### src/rtl/aelm_pkg.sv
// shared types, constants and log table for the audio log energy meter
`timescale 1ns / 1ps

package aelm_pkg;

	// configuration register indexes
	localparam logic [1:0] REG_GROUP_LENGTH = 2'd0;
	localparam logic [1:0] REG_NOISE_FLOOR  = 2'd1;
	localparam logic [1:0] REG_FLOOR_GAIN   = 2'd2;

	// register reset values
	localparam logic [10:0] GROUP_LENGTH_RST = 11'd40;
	localparam logic [15:0] NOISE_FLOOR_RST  = 16'd13107;
	localparam logic [15:0] FLOOR_GAIN_RST   = 16'd20480;

	// width of the sum and number of normalizer steps
	localparam int SUM_W       = 41;
	localparam int NORM_STEPS  = 6;

	// floor(256*d/31) by reciprocal: q0 = (d * DIV_RECIP) >> DIV_SHIFT, then one correction
	localparam logic [22:0] DIV_RECIP  = 23'd4329604;
	localparam int          DIV_SHIFT  = 19;
	localparam logic [22:0] LOG_DIVISOR = 23'd31;

	typedef logic [7:0] log_table_t [256];

	// round(256*log2(1+i/256)) by repeated squaring, evaluated at elaboration
	function automatic log_table_t build_log_table();
		log_table_t  t;
		logic [63:0] x;
		logic [20:0] bits;
		int          i;
		int          k;
		for (i = 0; i < 256; i++) begin
			x = 64'(256 + i) << 23;
			bits = '0;
			for (k = 0; k < 20; k++) begin
				x = (x * x) >> 31;
				bits = bits << 1;
				if (x >= 64'h1_0000_0000) begin
					bits[0] = 1'b1;
					x = x >> 1;
				end
			end
			t[i] = 8'((bits + 21'd2048) >> 12);
		end
		return t;
	endfunction

	localparam log_table_t LOG_TABLE = build_log_table();

	// controller to datapath commands
	typedef struct packed {
		logic       accept;
		logic       acc;
		logic       acc_last;
		logic       norm_step;
		logic [2:0] step;
		logic       logd;
		logic       div;
		logic       corr;
		logic       gain_load;
	} aelm_cmd_t;

	// datapath to controller status
	typedef struct packed {
		logic last;
	} aelm_sts_t;

endpackage

### src/rtl/audio_log_energy_meter.sv
// audio log energy meter top level: configuration port, controller and datapath
// a word that closes a group gives its level after its square is added and the close stages run
// throughput: one word a cycle inside a group; input stalls at each group close while the
//   closing square is added and the close runs: the normalizer (6 steps), the log, reciprocal
//   divide, correction and gain stages
// a finished level waits in the output register; a close that finds it unread waits for it
// reset: asynchronous, clears the sum, count, ring slot and controller, restores register defaults
`timescale 1ns / 1ps

module audio_log_energy_meter import aelm_pkg::*; #(
	parameter int ENERGY_RING_DEPTH = 512
) (
	input  logic        clk,
	input  logic        arst_n,
	input  logic        cfg_valid,
	output logic        cfg_ready,
	input  logic [1:0]  cfg_index,
	input  logic [15:0] cfg_data,
	input  logic        in_valid,
	output logic        in_ready,
	input  logic [15:0] sample,
	output logic        out_valid,
	input  logic        out_ready,
	output logic [15:0] energy_level,
	output logic [8:0]  slot_index
);

	aelm_cmd_t cmd;
	aelm_sts_t sts;

	// registers are always writable
	assign cfg_ready = 1'b1;

	aelm_ctrl u_ctrl (
		.clk       (clk),
		.arst_n    (arst_n),
		.in_valid  (in_valid),
		.in_ready  (in_ready),
		.out_valid (out_valid),
		.out_ready (out_ready),
		.sts       (sts),
		.cmd       (cmd)
	);

	aelm_dp #(
		.ENERGY_RING_DEPTH (ENERGY_RING_DEPTH)
	) u_dp (
		.clk          (clk),
		.arst_n       (arst_n),
		.cfg_valid    (cfg_valid),
		.cfg_index    (cfg_index),
		.cfg_data     (cfg_data),
		.sample       (sample),
		.cmd          (cmd),
		.sts          (sts),
		.energy_level (energy_level),
		.slot_index   (slot_index)
	);

endmodule

### src/rtl/aelm_dp.sv
// datapath: square accumulator, log normalizer, scaling and output registers
`timescale 1ns / 1ps

module aelm_dp import aelm_pkg::*; #(
	parameter int ENERGY_RING_DEPTH = 512
) (
	input  logic        clk,
	input  logic        arst_n,
	input  logic        cfg_valid,
	input  logic [1:0]  cfg_index,
	input  logic [15:0] cfg_data,
	input  logic [15:0] sample,
	input  aelm_cmd_t   cmd,
	output aelm_sts_t   sts,
	output logic [15:0] energy_level,
	output logic [8:0]  slot_index
);

	localparam int SW = (ENERGY_RING_DEPTH > 1) ? $clog2(ENERGY_RING_DEPTH) : 1;
	localparam logic [SW-1:0] RING_LAST = SW'(ENERGY_RING_DEPTH - 1);

	logic [10:0]      group_length_q;
	logic [15:0]      noise_floor_q;
	logic [15:0]      floor_gain_q;
	logic [SUM_W-1:0] sum_q;
	logic [10:0]      count_q;
	logic [SW-1:0]    ring_q;
	logic [16:0]      mag_s1;
	logic [SUM_W-1:0] norm_q;
	logic [5:0]       lz_q;
	logic             zero_q;
	logic [13:0]      d_q;
	logic [16:0]      q0_q;
	logic [16:0]      b_q;
	logic [15:0]      level_q;
	logic [8:0]       slot_q;

	logic [10:0]      glen_eff;
	logic [10:0]      cnt_inc;
	logic [16:0]      sx;
	logic [16:0]      mag;
	logic [33:0]      sq;
	logic [SUM_W-1:0] sum_next;
	logic [5:0]       shamt;
	logic             top_zero;
	logic [3:0]       pg;
	logic [10:0]      gx;
	logic [13:0]      ls;
	logic [13:0]      lg;
	logic [36:0]      dprod;
	logic [22:0]      rem;
	logic [16:0]      a_val;
	logic [32:0]      gprod;
	logic [18:0]      gscaled;
	logic [SW+8:0]    ring_ext;

	// configuration registers
	always_ff @(posedge clk or negedge arst_n) begin
		if (!arst_n) begin
			group_length_q <= GROUP_LENGTH_RST;
			noise_floor_q <= NOISE_FLOOR_RST;
			floor_gain_q <= FLOOR_GAIN_RST;
		end else if (cfg_valid) begin
			case (cfg_index)
				REG_GROUP_LENGTH: group_length_q <= cfg_data[10:0];
				REG_NOISE_FLOOR:  noise_floor_q <= cfg_data;
				REG_FLOOR_GAIN:   floor_gain_q <= cfg_data;
				default: ;
			endcase
		end
	end

	// group count and sample magnitude
	assign glen_eff = (group_length_q == '0) ? 11'd1 : group_length_q;
	assign cnt_inc = count_q + 11'd1;
	assign sts.last = (cnt_inc >= glen_eff);
	assign sx = {sample[15], sample};
	assign mag = sx[16] ? (17'd0 - sx) : sx;

	always_ff @(posedge clk or negedge arst_n) begin
		if (!arst_n) begin
			count_q <= '0;
		end else if (cmd.accept) begin
			count_q <= sts.last ? 11'd0 : cnt_inc;
		end
	end

	always_ff @(posedge clk) begin
		if (cmd.accept) begin
			mag_s1 <= mag;
		end
	end

	// square and accumulate; the closing word moves the sum to the normalizer
	assign sq = mag_s1 * mag_s1;
	assign sum_next = sum_q + SUM_W'(sq);

	always_ff @(posedge clk or negedge arst_n) begin
		if (!arst_n) begin
			sum_q <= '0;
		end else if (cmd.acc) begin
			sum_q <= cmd.acc_last ? '0 : sum_next;
		end
	end

	// leading zero search, one binary step a cycle: 32, 16, 8, 4, 2, 1
	assign shamt = 6'(6'd32 >> cmd.step);
	assign top_zero = ((norm_q >> (6'd41 - shamt)) == '0);

	always_ff @(posedge clk) begin
		if (cmd.acc && cmd.acc_last) begin
			norm_q <= sum_next;
			lz_q <= '0;
			zero_q <= (sum_next == '0);
		end else if (cmd.norm_step && top_zero) begin
			norm_q <= norm_q << shamt;
			lz_q <= lz_q + shamt;
		end
	end

	// priority encoder on the group length
	always_comb begin
		pg = '0;
		for (int i = 0; i < 11; i++) begin
			if (glen_eff[i]) begin
				pg = 4'(i);
			end
		end
	end

	assign gx = glen_eff << (4'd10 - pg);
	assign ls = {6'(6'd40 - lz_q), 8'd0} + 14'(LOG_TABLE[norm_q[39:32]]);
	assign lg = {2'd0, pg, 8'd0} + 14'(LOG_TABLE[gx[9:2]]);

	// log difference, clamped at zero
	always_ff @(posedge clk) begin
		if (cmd.logd) begin
			d_q <= (zero_q || (ls <= lg)) ? 14'd0 : (ls - lg);
		end
	end

	// divide by 31: reciprocal estimate
	assign dprod = d_q * DIV_RECIP;

	always_ff @(posedge clk) begin
		if (cmd.div) begin
			q0_q <= dprod[DIV_SHIFT +: 17];
		end
	end

	// estimate correction, then noise floor subtraction
	assign rem = {1'b0, d_q, 8'd0} - (({6'd0, q0_q} << 5) - {6'd0, q0_q});
	assign a_val = (rem >= LOG_DIVISOR) ? (q0_q + 17'd1) : q0_q;

	always_ff @(posedge clk) begin
		if (cmd.corr) begin
			b_q <= (a_val > {1'b0, noise_floor_q}) ? (a_val - {1'b0, noise_floor_q}) : 17'd0;
		end
	end

	// gain and saturation into the output register
	assign gprod = b_q * floor_gain_q;
	assign gscaled = gprod[32:14];
	assign ring_ext = (SW + 9)'(ring_q);

	always_ff @(posedge clk) begin
		if (cmd.gain_load) begin
			level_q <= (gscaled > 19'd65535) ? 16'hFFFF : gscaled[15:0];
			slot_q <= ring_ext[8:0];
		end
	end

	// ring slot advances with every level
	always_ff @(posedge clk or negedge arst_n) begin
		if (!arst_n) begin
			ring_q <= '0;
		end else if (cmd.gain_load) begin
			ring_q <= (ring_q == RING_LAST) ? '0 : (ring_q + SW'(1));
		end
	end

	assign energy_level = level_q;
	assign slot_index = slot_q;

endmodule

### src/rtl/aelm_ctrl.sv
// controller: sequences accumulation, normalization, scaling and output handoff
`timescale 1ns / 1ps

module aelm_ctrl import aelm_pkg::*; (
	input  logic      clk,
	input  logic      arst_n,
	input  logic      in_valid,
	output logic      in_ready,
	output logic      out_valid,
	input  logic      out_ready,
	input  aelm_sts_t sts,
	output aelm_cmd_t cmd
);

	localparam logic [2:0] ST_RUN  = 3'd0;
	localparam logic [2:0] ST_NORM = 3'd1;
	localparam logic [2:0] ST_LOGD = 3'd2;
	localparam logic [2:0] ST_DIV  = 3'd3;
	localparam logic [2:0] ST_CORR = 3'd4;
	localparam logic [2:0] ST_GAIN = 3'd5;

	localparam logic [2:0] LAST_STEP = 3'(NORM_STEPS - 1);

	logic [2:0] state_q;
	logic [2:0] state_d;
	logic [2:0] step_q;
	logic       pend_q;
	logic       last_q;
	logic       out_valid_q;
	logic       out_free;

	assign out_free = !out_valid_q || out_ready;
	assign in_ready = (state_q == ST_RUN) && !(pend_q && last_q);

	// command decode and next state
	always_comb begin
		cmd = '0;
		cmd.step = step_q;
		state_d = state_q;
		case (state_q)
			ST_RUN: begin
				cmd.accept = in_valid && in_ready;
				cmd.acc = pend_q;
				cmd.acc_last = pend_q && last_q;
				if (pend_q && last_q) begin
					state_d = ST_NORM;
				end
			end
			ST_NORM: begin
				cmd.norm_step = 1'b1;
				if (step_q == LAST_STEP) begin
					state_d = ST_LOGD;
				end
			end
			ST_LOGD: begin
				cmd.logd = 1'b1;
				state_d = ST_DIV;
			end
			ST_DIV: begin
				cmd.div = 1'b1;
				state_d = ST_CORR;
			end
			ST_CORR: begin
				cmd.corr = 1'b1;
				state_d = ST_GAIN;
			end
			ST_GAIN: begin
				cmd.gain_load = out_free;
				if (out_free) begin
					state_d = ST_RUN;
				end
			end
			default: begin
				state_d = ST_RUN;
			end
		endcase
	end

	// state, pending square and step counter
	always_ff @(posedge clk or negedge arst_n) begin
		if (!arst_n) begin
			state_q <= ST_RUN;
			step_q <= '0;
			pend_q <= 1'b0;
			last_q <= 1'b0;
		end else begin
			state_q <= state_d;
			if (state_q == ST_NORM) begin
				step_q <= step_q + 3'd1;
			end else begin
				step_q <= '0;
			end
			if (state_q == ST_RUN) begin
				pend_q <= cmd.accept;
				if (cmd.accept) begin
					last_q <= sts.last;
				end
			end
		end
	end

	// output word valid flag
	always_ff @(posedge clk or negedge arst_n) begin
		if (!arst_n) begin
			out_valid_q <= 1'b0;
		end else if (cmd.gain_load) begin
			out_valid_q <= 1'b1;
		end else if (out_ready) begin
			out_valid_q <= 1'b0;
		end
	end

	assign out_valid = out_valid_q;

	// a closing word sets the pending square, whose addition moves the controller to the normalizer
	a_close_to_norm: assert property (@(posedge clk) disable iff (!arst_n)
		(cmd.accept && sts.last) |=> ##1 (state_q == ST_NORM))
		else $error("closing word did not start normalization");

	// a new level never overwrites a word that is still waiting
	a_no_overwrite: assert property (@(posedge clk) disable iff (!arst_n)
		cmd.gain_load |-> (!out_valid_q || out_ready))
		else $error("output word overwritten");

	// normalizer step stays within its six steps
	a_step_range: assert property (@(posedge clk) disable iff (!arst_n)
		(state_q == ST_NORM) |-> (step_q <= LAST_STEP))
		else $error("normalizer step out of range");

	// no word taken while the closing square is still pending
	a_hold_on_close: assert property (@(posedge clk) disable iff (!arst_n)
		(pend_q && last_q && (state_q == ST_RUN)) |-> !cmd.accept)
		else $error("word accepted during group close");

endmodule

### config.mk
export PLATFORM = sky130hd
export DESIGN_NAME = audio_log_energy_meter
export DESIGN_NICKNAME = d
export VERILOG_FILES = /design/src/rtl/aelm_pkg.sv /design/src/rtl/audio_log_energy_meter.sv /design/src/rtl/aelm_dp.sv /design/src/rtl/aelm_ctrl.sv
export SDC_FILE = /design/constraint.sdc
export NUM_CORES = 2
export LEC_CHECK = 0
export ABC_AREA = 0
export BUFFER_PORTS_ARGS = -buffer_cell sky130_fd_sc_hd__buf_2
export CAP_MARGIN = 40
export CORE_ASPECT_RATIO = 1.5
export CORE_MARGIN = 1
export CORE_UTILIZATION = 55
export CTS_CLUSTER_DIAMETER = 60
export DETAILED_ROUTE_END_ITERATION = 8
export GPL_ROUTABILITY_DRIVEN = 1
export GPL_TIMING_DRIVEN = 0
export HOLD_SLACK_MARGIN = 0.05
export PLACE_DENSITY = 0.72
export SYNTH_ARGS = -nofsm -noshare
export SYNTH_HDL_FRONTEND = slang
export SYNTH_SLANG_ARGS = --single-unit
### constraint.sdc
create_clock -name clk -period 8.87 [get_ports clk]
set_input_delay 1.774 -clock clk [delete_from_list [all_inputs] [get_ports clk]]
set_output_delay 1.774 -clock clk [all_outputs]
set_load 0.03 [all_outputs]
# After elaboration in Yosys (flattened, before gate mapping)
# Memories as Yosys holds them, arrays and structs flattened.
# Index checks and enable logic that the tools add are counted.
# word_totals
ff_bits	251
rom_bits	4096
inputBits	39
elab_cells	123
n_memories	2
# classes
add_sub_neg	16
n_mul	3
magnitude_cmp	7
n_eq_ne	12
n_shift	4
mux	35
bitwise	2
reduce_logical	21
# mem_list
memory	words	word_bits	read_ports	rd_clocked_by_memory_dff	wr	line	source
(name not given)	256	8	1	0	0	aelm_dp.sv:133	assign lg = {2'd0, pg, 8'd0} + 14'(LOG_TABLE[gx[9:2]]);
(name not given)	256	8	1	0	0	aelm_dp.sv:132	assign ls = {6'(6'd40 - lz_q), 8'd0} + 14'(LOG_TABLE[norm_q[39:32]]);
# ops
operator	count
two-way mux 41 bit	3
logical NOT 41 bit	2
adder 41 x 34 -> 41 bit	1
<< shifter 41 x 6 -> 41 bit	1
right shift 41 x 6 -> 41 bit	1
multiplier 14 x 21 -> 34 bit (second input constant)	1
multiplier 17 x 17 -> 34 bit	1
multiplier 17 x 16 -> 33 bit	1
two-way mux 8 bit	4
two-way mux 3 bit	9
greater-or-equal comparator 23 x 5 -> 1 bit (second input constant)	1
subtractor 22 x 17 -> 23 bit	1
subtractor 22 x 23 -> 23 bit	1
two-way mux 11 bit	2
greater-than comparator 19 x 16 -> 1 bit (second input constant)	1
greater-or-equal comparator 9 bit (second input constant)	2
inverter 8 -> 9 bit	2
case mux 3 bit (6 select lines)	1
adder 17 x 1 -> 17 bit (second input constant)	1
greater-than comparator 17 x 16 -> 1 bit	1
two-way mux 17 bit	1
subtractor 1 x 16 -> 17 bit (first input constant)	1
subtractor 17 x 16 -> 17 bit	1
two-way mux 15 bit	1
33 further kinds	59

# Depth between registers and ports, before layout
# depth
word_depth	21
depth_mapped	31

# Cells and area by module
# From an unflattened synthesis, not the netlist that was laid out.
# unflattened
cells_unflattened	4669
hier_area_um2	40007.1
# modules_own_cells
module	instances	cells_per_inst	area_per_inst_um2	seq_area_each_um2
aelm_dp	1	4622	39525.4	6701.4
aelm_ctrl	1	45	470.5	225.2
audio_log_energy_meter	1	2	11.3	0.0

# Least setup slack after synthesis
# No wires, ideal clock.
# synth_path
path_type	register -> register
from	register u_dp.mag_s1[5]
to	register u_dp.zero_q (data pin)
setup_time_ns	0.257
t_arrival_ns	6.900
setup_slack_ns	1.713
path_stages_with_launch	27
cell_sequence	edfxtp_1 > clkbuf_1 > clkbuf_1 > nand2_1 > fa_1 > inv_1 > fa_1 > inv_1 > fa_1 > inv_1 > fa_1 > fa_1 > inv_1 > fa_1 > inv_1 > ha_1 > a21oi_1 > nand3_1 > o21ai_0 > a211oi_1 > o21ai_1 > a311oi_1 > o41a_1 > and3_1 > buf_2 > and3_1 > o2111a_1
# synth_via
elab_chain_len	3
# synth_lines
item	line	source
start: declaration	aelm_dp.sv:28	logic [16:0] mag_s1;
start signal: assignment	aelm_dp.sv:90	mag_s1 <= mag;
multiplier 17 x 17 -> 34 bit	aelm_dp.sv:95	assign sq = mag_s1 * mag_s1;
adder 41 x 34 -> 41 bit	aelm_dp.sv:96	assign sum_next = sum_q + SUM_W'(sq);
logical NOT 41 bit	aelm_dp.sv:114	zero_q <= (sum_next == '0);
end signal: assignment	aelm_dp.sv:114	
end: declaration	aelm_dp.sv:31	logic zero_q;
# No other way between the ends.
# A chain may end at the register's enable or synchronous reset.

# Final worst setup path
# Same ends and word-level chain as after synthesis.

==> impl_metrics.yaml <==
outcome:
  run_status: "finished, final reports clean"
clock_network:
  clockBufferDepth: 3
  cts-buffers-inserted: 34
  clk-insertion-delay-late_ns: 0.57
  cts_sinks: 251
  ctsRootBufferMaster: "clkbuf_16"
  clk_transition_reported_paths_ns: 0.06
  clock_tree_from_tritoncts: "built"
  cts-htree-levels: 2
  cts-hold-fix-buffers: 0
synthesis:
  synthesis.yosys.warnings: 0
  synth.top_cells.by_area: "fa_1 23%, ha_1 12%, edfxtp_1 9.9%"
  synth_area_per_cell_um2: 8.76
  synth_cell_type_count: 109
  ys_seq_elements: 251
  number_of_enable_flip_flop_cells_after_synthesis: 132
  synth.largest_area_cell: "fa_1"
  post-synth-top-area-fraction_pct: 22.5
  ys.flop_type: "edfxtp_1"
  synth.yosys.seq_area_share_pct: 17.3
  syn-cell-area_um2: 40100
  synthArstFlopShare_pct: 45.0
  syn-instance-count: 4577
  number_of_nets_produced_by_synthesis: 5452
critical_path:
  setup.worst_path.end_class: "register"
  rr_worst_depth: 25
  setup.reg_to_reg.worst_slack_ns: 0.28
  required_ns: 9.24
  worst-path-max-fanout: 10
  worstSetupStartpointType: "register"
  r2r-start: "u_dp.mag_s1[5]"
  setup.worst_path.class: "reg -> reg"
  cp_data_arrival_time_ns: 8.96
  worstReg2RegEnd: "u_dp.zero_q"
cells_and_area:
  areaGrowthSynthToFinish_pct: 7.06
  final_net_count: 5567
  final_core_utilization_pct: 59.8
  final_layout_size_suffix_gt1_share_pct: 6.72
  layout.filler_cells: 6464
  area_of_the_multi_input_gates_um2: 29500
  ff_latch_area_um2: 6930
global_routing:
  grt_max_degree: 68
  wire_length_of_the_first_global_routing_pass_um: 198000
  first_global_vias: 35900
  gr-usage-all-layers_pct: 34.4
  gr-total-overflow: 0
  number_of_antenna_violations_at_the_first_check_in_global_routing: 0
die:
  die_height_um: 333
  core_region_area_um2: 71800
  floorplan.rows: 120
  die-width_um: 222
  top_level_ports: 67
  design.die.area_um2: 74000
  initial_core_util_pct: 55.9
routing:
  post_route_drc_violation_count: 0
  num_vias: 34900
  dr.pass1.iters: 6
  via_per_inst: 6.19
  route.detailed.wl_per_inst_um: 22.3
  final_routed_wirelength_um: 126000
  detail-route-antenna-nets: 0
  drt_iter0_drc: 2872
placement:
  dp_hpwl_um: 101000
  gp_routability_congestion: 1.04
  buffer_ports.inserted: 65
hold_path:
  count_of_cells_along_the_worst_hold_path: 0
  hold_end: "u_dp.slot_index[8]"
  min-delay-start: "u_dp.ring_q[8]"
  timing.hold.worst.class: "reg -> reg"
sta:
  final-hold-violation-count: 0
  maxClockFrequency_mhz: 116
  layout_worst_path_cycle_share_pct: 96.9
  setup-tns-final_ns: 0
  worst_hold_slack_ns: 0.494
  unrepaired_setup_endpoints_after_global_routing: "no"
  maxSlewHeadroom_pct: 38.6
  setup_violations_final: 0
  timing.final.crit_period_ns: 8.59
  skew_ns: 0.0290
  finalMaxSlewViolations: 0
  tightestPinTransition_ns: 0.921
flow_run:
  max-cap-violations: 0
[synthesized netlist by cell type (32+ instances only)]
master	n
a211oi_1	53
buf_2	32
nand3_1	74
nor3_1	69
o22ai_1	32
inv_1	757
ha_1	385
nand2_1	485
and2_1	207
xor2_1	40
a31oi_1	43
o211ai_1	37
and3_1	50
a21o_1	43
dfrtp_1	101
clkbuf_1	162
edfxtp_1	132
a21oi_1	205
mux2i_1	106
mux2_2	51
nor2_1	190
fa_1	451
xnor2_1	91
o21ai_0	200
[sequential cells by signal, indices dropped and copies added (netlist names), 6 cells and up]
name,flops
u_dp.noise_floor_q,16
u_dp.group_length_q,11
u_dp.b_q,17
u_dp.slot_index,9
u_dp.floor_gain_q,16
u_dp.lz_q,6
u_dp.energy_level,16
u_dp.d_q,14
u_dp.q0_q,17
u_dp.sum_q,41
u_dp.ring_q,9
u_dp.norm_q,41
u_dp.mag_s1,17
u_dp.count_q,11
[cell families after synthesis]
| logic type | count (synthesis) | synth area share, % |
|---|---|---|
| simple gates | 1275 | 15.6 |
| buf+inv | 984 | 9.44 |
| compound gates | 934 | 15.8 |
| fa+ha+maj | 836 | 34.5 |
| flops | 251 | 17.3 |
| mux | 163 | 4.41 |
| xor+xnor | 132 | 2.90 |
| other cells | 2 | 0.0187 |
[routing by layer]
metal  vias up  share of wire [%]  track usage, %
li1      15700                  -               -
met1     17100                 36            38.1
met2      1516                 52            62.8
met3       481                5.6            4.20
met4         0                6.9            20.4
met5         -                  0               0
[worst max path at each step]
stage                           start  slack (ns)          end  cells after the start
2_1_floorplan          u_dp.mag_s1[5]        1.71  u_dp.zero_q                     26
3_3_place_gp           u_dp.mag_s1[5]       -0.78  u_dp.zero_q                     25
3_5_place_dp           u_dp.mag_s1[5]       -0.44  u_dp.zero_q                     25
4_1_cts        u_dp.group_length_q[6]        0.15  u_dp.d_q[6]                     30
5_1_grt               u_dp.mag_s1[15]        0.03  u_dp.zero_q                     23
6_report               u_dp.mag_s1[5]        0.28  u_dp.zero_q                     25
[critical path, cell delays in order, from the launching register on]
cell and delay, ns:
edfxtp_1 0.48, clkbuf_2 0.37, clkbuf_2 0.40, nand2_1 0.18, fa_1 0.57, inv_1 0.05
fa_1 0.53, inv_1 0.05, fa_1 0.49, inv_1 0.05, fa_1 0.48, fa_1 0.55
inv_1 0.05, fa_1 0.53, inv_1 0.04, ha_1 0.37, and3_1 0.22, and3_1 0.16
o21ai_0 0.43, a31oi_1 0.35, a2111oi_4 0.53, nor2_1 0.16, a311oi_1 0.39, nand4b_1 0.14
nor4_1 0.37, o2111a_1 0.41
[area by class of cell]
| type | instances | area share (%) |
|---|---|---|
| antenna | 1 | 0.00583 |
| buffer | 219 | 2.16 |
| clock buffer | 40 | 2.16 |
| clock inverter | 22 | 0.423 |
| inverter | 765 | 6.69 |
| multi-input combinational | 3342 | 68.6 |
| sequential | 251 | 16.1 |
| tap | 915 | 2.67 |
| timing repair buffer | 79 | 1.15 |
[layout by cell type (no fill, tap or decap), types with 74 or more instances in the layout]
cell / n
fa_1: 451
dfrtp_1: 101
nand3_1: 74
o21ai_0: 199
mux2i_1: 106
buf_2: 100
edfxtp_1: 132
clkbuf_1: 154
and2_1: 207
a21oi_1: 204
xnor2_1: 90
nand2_1: 485
inv_1: 757
nor2_1: 189
ha_1: 385
[per-stage QoR]
step,area [µm²],cells,worst slack (ns)
3_5_place_dp,41700,5569,-0.444
2_1_floorplan,40100,4577,1.71
5_1_grt,42900,5633,0.0300
3_3_place_gp,41600,5557,-0.780
6_report,42900,5634,0.278
4_1_cts,42900,5631,0.154
[what timing repair did]
item                       CTS  global route
setup endpoints to repair    3            28
resized for setup            8            16
pin swaps                    0             2
setup buffers                0             2
Power is left out: the tool's default activity adds up to more than one toggle a clock period on the data nets, which glitch-free logic cannot reach.
